$ cat src/hdl/dstat_pkg.sv
// descriptive statistics: shared types and constants
// used by dstat_ctrl, dstat_datapath and descriptive_statistics_core
`default_nettype none

package dstat_pkg;

  localparam int SAMPLE_W = 16;
  localparam int TOTAL_W  = 24;
  localparam int COUNT_W  = 9;
  localparam int VAR_W    = 32;
  localparam int ROOT_W   = 16;

  typedef enum logic [2:0] {
    OP_PASS,
    OP_MUL_NSQ,
    OP_MUL_MAG,
    OP_MUL_NN,
    OP_DIV_VAR,
    OP_DIV_AVG,
    OP_SQRT
  } op_t;

  typedef enum logic [3:0] {
    S_IDLE,
    S_PASS,
    S_MUL_NSQ,
    S_MUL_MAG,
    S_MUL_NN,
    S_DIV_VAR,
    S_DIV_AVG,
    S_SQRT,
    S_EMIT
  } state_t;

  typedef struct packed {
    logic load;
    logic launch;
    op_t  op;
    logic clear;
  } cmd_t;

endpackage

`default_nettype wire

$ cat src/hdl/dstat_ctrl.sv
// descriptive statistics: sequencing state machine
// depends on dstat_pkg; drives dstat_datapath through cmd_t
`default_nettype none

module dstat_ctrl (
  input  logic              clk,
  input  logic              rst,
  input  logic              start,
  input  logic              last,
  input  logic              op_done,
  output dstat_pkg::cmd_t   cmd,
  output logic              busy,
  output logic              done
);
  import dstat_pkg::*;

  state_t state;
  state_t state_next;
  logic   accept;

  assign busy   = (state != S_IDLE);
  assign done   = (state == S_EMIT);
  assign accept = start && !busy;

  always_ff @(posedge clk) begin
    if (rst) begin
      state <= S_IDLE;
    end else begin
      state <= state_next;
    end
  end

  always_comb begin
    state_next = state;
    case (state)
      S_IDLE:    if (accept && last) state_next = S_PASS;
      S_PASS:    if (op_done) state_next = S_MUL_NSQ;
      S_MUL_NSQ: if (op_done) state_next = S_MUL_MAG;
      S_MUL_MAG: if (op_done) state_next = S_MUL_NN;
      S_MUL_NN:  if (op_done) state_next = S_DIV_VAR;
      S_DIV_VAR: if (op_done) state_next = S_DIV_AVG;
      S_DIV_AVG: if (op_done) state_next = S_SQRT;
      S_SQRT:    if (op_done) state_next = S_EMIT;
      S_EMIT:    state_next = S_IDLE;
      default:   state_next = S_IDLE;
    endcase
  end

  always_comb begin
    cmd.load   = 1'b0;
    cmd.launch = 1'b0;
    cmd.op     = OP_PASS;
    cmd.clear  = 1'b0;
    case (state)
      S_IDLE: begin
        cmd.load   = accept;
        cmd.launch = accept && last;
        cmd.op     = OP_PASS;
      end
      S_PASS: begin
        cmd.launch = op_done;
        cmd.op     = OP_MUL_NSQ;
      end
      S_MUL_NSQ: begin
        cmd.launch = op_done;
        cmd.op     = OP_MUL_MAG;
      end
      S_MUL_MAG: begin
        cmd.launch = op_done;
        cmd.op     = OP_MUL_NN;
      end
      S_MUL_NN: begin
        cmd.launch = op_done;
        cmd.op     = OP_DIV_VAR;
      end
      S_DIV_VAR: begin
        cmd.launch = op_done;
        cmd.op     = OP_DIV_AVG;
      end
      S_DIV_AVG: begin
        cmd.launch = op_done;
        cmd.op     = OP_SQRT;
      end
      S_SQRT: begin
        cmd.launch = 1'b0;
      end
      S_EMIT: begin
        cmd.clear = 1'b1;
      end
      default: begin
        cmd.clear = 1'b0;
      end
    endcase
  end

endmodule

`default_nettype wire

$ cat config.mk
export PLATFORM = sky130hd
export DESIGN_NAME = dstat_ctrl
export DESIGN_NICKNAME = d
export VERILOG_FILES = /design/src/hdl/dstat_pkg.sv /design/src/hdl/dstat_ctrl.sv
export SDC_FILE = /design/constraint.sdc
export NUM_CORES = 1
export LEC_CHECK = 0
export BUFFER_PORTS_ARGS = -buffer_cell sky130_fd_sc_hd__buf_2
export CORE_AREA = 3 3 40 42
export DETAILED_ROUTE_END_ITERATION = 10
export DIE_AREA = 0 0 43 45
export GPL_TIMING_DRIVEN = 1
export PLACE_DENSITY = 0.5
export SKIP_LAST_GASP = 1
export SYNTH_ARGS = -nofsm -noshare
export SYNTH_HDL_FRONTEND = slang
export SYNTH_SLANG_ARGS = --single-unit
export TNS_END_PERCENT = 10
$ cat constraint.sdc
create_clock -name clk -period 1.6 [get_ports clk]
set_input_delay 0.16 -clock clk [delete_from_list [all_inputs] [get_ports clk]]
set_output_delay 0.16 -clock clk [all_outputs]
set_load 0.02 [all_outputs]
==> flow_metrics.tcl, run 1 <==
set metrics [dict create \
    outcome "complete, no violations" \
    ctsHoldBuffers 0 \
    track_usage_pct 8.833 \
    synth_seq_cells 4 \
    ir_drop_uv 272.7 \
    postCtsSetupBuffers 0 \
    hold_violations 0 \
    largest_reg_flops 4 \
    power.density_nw_per_um2 894.5 \
    p_seq_share_pct 36.3 \
    num_rows 13 \
    hold_end "state[2]" \
    die_y_um 45 \
    maxSlewViolCount 0 \
    slowest_stage "or4_4" \
    whs_path_depth 2 \
    area_delta_synth_final_pct 29.65 \
    yosys.cell_types.count 23 \
    cts_made_buffers 3 \
    worst_setup_path_start_kind "register" \
    crit_type "reg2out" \
    crit_buf_inv 1 \
    synth_flop_cell "dfxtp_1" \
    vias 293 \
    r2r-start "state[1]" \
    regMostFlops "state" \
    clkPwrFrac_pct 38.2 \
    drt-initial-drc-count 5 \
    layout_min_cycle_time_ns 1.558 \
    cts.sinks 4 \
    drc 0 \
    max_slew_margin_pct 76.41 \
    wirelength_um 695 \
    grt_pass1_wl_um 1242 \
    combPwrFrac_pct 25.5 \
    post-route-util_pct 28.53 \
    fin_crit_sh_pct 97.36 \
    gr-total-overflow 0 \
    via_per_inst 4.726 \
    hp-start "rst" \
    crit_required_ns 1.44 \
    cts_tree "yes" \
    hp-class "in2reg" \
    ctsResizeCount 1 \
    reg2regPathDepth 3 \
    ant_nets 0 \
    ys_seq_area_share_pct 28.32 \
    cts_max_path_buffers 2 \
    cp.arrival_ns 1.40 \
    cts-root-buf "clkbuf_4" \
    die-area_um2 1935 \
    worst_slew_pin_slew_ns 0.3534 \
    largestRegisters "state x4" \
    cts.htree.levels 1 \
    antenna_cells 0 \
    place_congestion 0.7135 \
    fmax_mhz 641.9 \
    reg2reg_to "state[2]" \
    cp_max_fo 10 \
    r2r_slack_ns 0.57 \
    grt_max_degree 11 \
    synthArstFlopShare_pct 0 \
    worstPathCellList "or4_4 > nor2_2 > buf_2" \
    synthCells 36 \
    clkLatencyLatePin_ns 0.24 \
    synth.area.top_cells "dfxtp_1 28%, nor4b_1 6.2%, buf_2 5.3%" \
    path_clk_slew_ns 0.04 \
    die_x_um 43 \
    yosysTopAreaCellShare_pct 28.32 \
    crit_family "simple AND/OR/NAND/NOR gates" \
    grt_pass1_vias 288 \
    syn_area_um2 282.8 \
    antenna_found_initial 0 \
    final_cells 62 \
    ys_top_cells_by_count "4 x dfxtp_1, 3 x buf_2, 3 x inv_1, 3 x nand2_1" \
    fin_nets 54 \
    wire_per_inst_um 11.21 \
    clock_skew_ns 0.001111 \
    critical_path.max_stage_delay_ns 0.55 \
    fillers 148 \
    synth-edff-count 0 \
    synth.most_common_cell "dfxtp_1" \
    syn-num-nets 41 \
    ys_warn_count 0 \
    synth.avg_cell_area_um2 7.855 \
    portBuffers 12 \
    setup_viol 0 \
    drive_gt1_share_pct 42.55 \
    sw_frac_of_total_pct 31.44 \
    first_pass_iters 2 \
    leakagePower_nw 0.1613 \
    placed_cells 59 \
    rsz0062_at_grt "true" \
    start_util_pct 22.01 \
    core_um2 1285 \
    yosys.area.top_type "dfxtp_1" \
    io_pins 13 \
    cp-end-kind "primary output" \
    cap_violations 0 \
    p_int_mw 0.2248 \
    p_sw_mw 0.1031 \
]
## cell usage in the layout (no fill, tap or decap)
cell | synthesis | routed
a21boi_0 | 1 | 1
nor4b_1 | 2 | 1
buf_4 | 1 | 1
o21ai_0 | 1 | 1
xor2_1 | 1 | 1
o311ai_0 | 1 | 1
a211oi_1 | 2 | 2
nor2_1 | 1 | 1
dfxtp_1 | 4 | 3
or4_4 | 1 | 1
a2111oi_1 | 0 | 1
xnor2_1 | 1 | 1
nor4b_2 | 0 | 1
a21oi_1 | 2 | 2
nand2_1 | 3 | 3
and3_1 | 1 | 1
or2b_1 | 1 | 1
nor3_1 | 2 | 2
nand3_1 | 1 | 1
nor4_1 | 1 | 1
nor2_2 | 1 | 1
buf_2 | 3 | 12
inv_1 | 3 | 3
clkbuf_4 | 0 | 3
dfxtp_2 | 0 | 1
## layer usage
metal | track usage (%) | wire (um)
met1 | 9.662 | 289
met2 | 13.77 | 356
met3 | 4.382 | 48
met4 | 5.422 | 0
met5 | 0 | 0
## worst register-to-register path, delay by kind of cell (launching register included)
kind	cells	cell delay [ns]
flip-flops	1	0.52
AND/OR/NAND/NOR	2	0.26
XOR/XNOR	1	0.16
## kinds of logic after synthesis
kind of cell / Yosys count / share of synthesized area (%)
buffers and inverters: 8 / 15.93
AND/OR/NAND/NOR: 14 / 30.09
flip-flops: 4 / 28.32
XOR/XNOR: 2 / 6.196
AO/OA/AOI/OAI: 8 / 19.47
## through the flow
stage	area, um^2	setup TNS (ns)	setup WS, ns	total power [mW]	hold WS, ns
2_1_floorplan	289.0	0	0.1454	0.1771	0.2366
3_3_place_gp	341.6	0	0.2617	0.2038	0.3832
3_5_place_dp	341.6	0	0.2213	0.2043	0.3871
4_1_cts	365.4	0	0.02692	0.3346	0.1331
5_1_grt	366.6	-0.02448	-0.02448	0.3498	0.1451
6_report	366.6	0	0.04221	0.3279	0.1421
## power by group through the flow
stage	logic [mW]	clock network (mW)	registers [mW]
floorplan	0.0696	0	0.108
global placement	0.0837	0	0.120
detailed placement	0.0842	0	0.120
global route	0.0907	0.138	0.121
finish	0.0837	0.125	0.119
CTS	0.0844	0.132	0.118
## worst max path at each step
stage                  end  cells after the start     start  slack, ns
floorplan           cmd[4]                      4  state[1]       0.15
global route        cmd[5]                      3  state[0]      -0.02
finish              cmd[5]                      3  state[2]       0.04
CTS                 cmd[5]                      3  state[2]       0.03
detailed placement  cmd[5]                      3  state[2]       0.22
global placement    cmd[5]                      3  state[2]       0.26
## layout make-up
cell class                 instances  area (um^2)  area share (%)
tap                               15        18.77           5.119
timing repair buffer              13        67.56           18.43
clock buffer                       3        22.52           6.143
inverter                           3        11.26           3.072
sequential                         4        81.33           22.18
multi-input combinational         24        165.2           45.05
(Power assumes the default switching activity.)
==> inputs of run 2 (changes only) <==
RECOVER_POWER = 50   (was unset)
==> flow_metrics.tcl, run 2 (synthesized netlist as in run 1, its figures left out) <==
set metrics [dict create \
    start_util_pct 22.01 \
    rsz0062_at_grt "true" \
    reg2reg_to "state[2]" \
    place_congestion 0.7135 \
    endpoint "cmd[5]" \
    wire_per_inst_um 11.24 \
    die_y_um 45 \
    final_cell_mix "11 x buf_2, 3 x nand2_1, 3 x inv_1, 3 x clkbuf_4, 3 x dfxtp_1" \
    via_per_inst 4.726 \
    hold_violations 0 \
    top_layer "met3" \
    fmax_mhz 641.9 \
    drt-initial-drc-count 5 \
    crit_required_ns 1.44 \
    outcome "complete, no violations" \
    cts_max_path_buffers 2 \
    stdcell_area_um2 365.4 \
    postCtsSetupBuffers 0 \
    antenna_found_initial 0 \
    core_um2 1285 \
    cts.htree.levels 1 \
    fin_setup_tns_ns 0 \
    critical_path.max_stage_delay_ns 0.55 \
    route.met2.wl_um 356 \
    r2r_slack_ns 0.57 \
    final_cells 62 \
    num_rows 13 \
    post-place-ws_ns 0.2213 \
    grt_max_degree 11 \
    portBuffers 12 \
    crit_type "reg2out" \
    path_clk_slew_ns 0.04 \
    ant_nets 0 \
    die_x_um 43 \
    cts_made_buffers 3 \
    timing.final.ws_setup_ns 0.04221 \
    worstPathCellList "or4_4 > nor2_2 > buf_2" \
    io_pins 13 \
    final_common_cell "buf_2" \
    met3_length_um 49 \
    largest_reg_flops 4 \
    fin_hold_ws_ns 0.1421 \
    placed_cell_area_um2 341.6 \
    worst_setup_path_start_kind "register" \
    multiInputGateArea_um2 165.2 \
    worst_slew_pin_slew_ns 0.3534 \
    drc 0 \
    clkLatencyLatePin_ns 0.24 \
    max_slew_margin_pct 76.41 \
    leakagePower_nw 0.1568 \
    clock_skew_ns 0.001111 \
    vias 293 \
    area_delta_synth_final_pct 29.20 \
    cts-root-buf "clkbuf_4" \
    power.density_nw_per_um2 897.5 \
    fin_nets 54 \
    maxSlewViolCount 0 \
    setup_viol 0 \
    cp-end-kind "primary output" \
    grt_pass1_wl_um 1242 \
    die-area_um2 1935 \
    cts_tree "yes" \
    regArea_um2 81.33 \
    fillers 148 \
    ir_drop_uv 272.7 \
    antenna_cells 0 \
    layout_min_cycle_time_ns 1.558 \
    drive_gt1_share_pct 40.43 \
    hp-class "in2reg" \
    whs_path_depth 2 \
    gr-total-overflow 0 \
    track_usage_pct 8.833 \
    p_total_mw 0.3279 \
    grt_pass1_vias 288 \
    fin_crit_sh_pct 97.36 \
    r2r-start "state[1]" \
    placed_cells 59 \
    regMostFlops "state" \
    reg2regPathDepth 3 \
    post-route-util_pct 28.43 \
    cap_violations 0 \
    wirelength_um 697 \
    cp-startpoint "state[2]" \
    ctsHoldBuffers 0 \
    met1_length_um 290 \
    cp.arrival_ns 1.40 \
    ctsResizeCount 1 \
    slowest_stage "or4_4" \
    first_pass_iters 2 \
    largestRegisters "state x4" \
    cp_max_fo 10 \
    cts.sinks 4 \
]
==> run 2: cell count changes in the layout (fill, tap and decap cells not counted), sizes merged <==
cell / before / now
buf: 13 / 12
clkbuf: 3 / 4
==> run 2: how the worst min path moves through the flow <==
| stage | startpoint | endpoint | slack (ns) |
|---|---|---|---|
| 3_3_place_gp | rst | state[1] | 0.38 |
| 6_report | rst | state[2] | 0.14 |
| 3_5_place_dp | rst | state[1] | 0.39 |
| 5_1_grt | rst | state[1] | 0.15 |
| 2_1_floorplan | rst | state[1] | 0.24 |
| 4_1_cts | rst | state[2] | 0.13 |
==> run 2: metal layers <==
metal	GRT usage, %	vias up
met2	13.77	10
li1	-	148
met3	4.382	0
met4	5.422	0
met5	0	-
met1	9.662	135
==> run 2: worst max-delay path, delay by kind of cell (launching register included) <==
kind / cells / cell delay [ns]
buffers and inverters: 1 / 0.16
DFF: 1 / 0.36
and+or+nand+nor: 2 / 0.63
==> run 2: layout make-up <==
type,instances,share of cell area [%]
timing repair buffer,13,18.15
tap,15,5.137
sequential,4,22.26
inverter,3,3.082
clock buffer,3,6.164
multi-input combinational,24,45.21
==> run 2: power by group <==
| group | switching (mW) | internal [mW] |
|---|---|---|
| combinational | 0.0483 | 0.0354 |
| sequential | 0.0134 | 0.105 |
| clock | 0.0414 | 0.0839 |
| total | 0.103 | 0.225 |
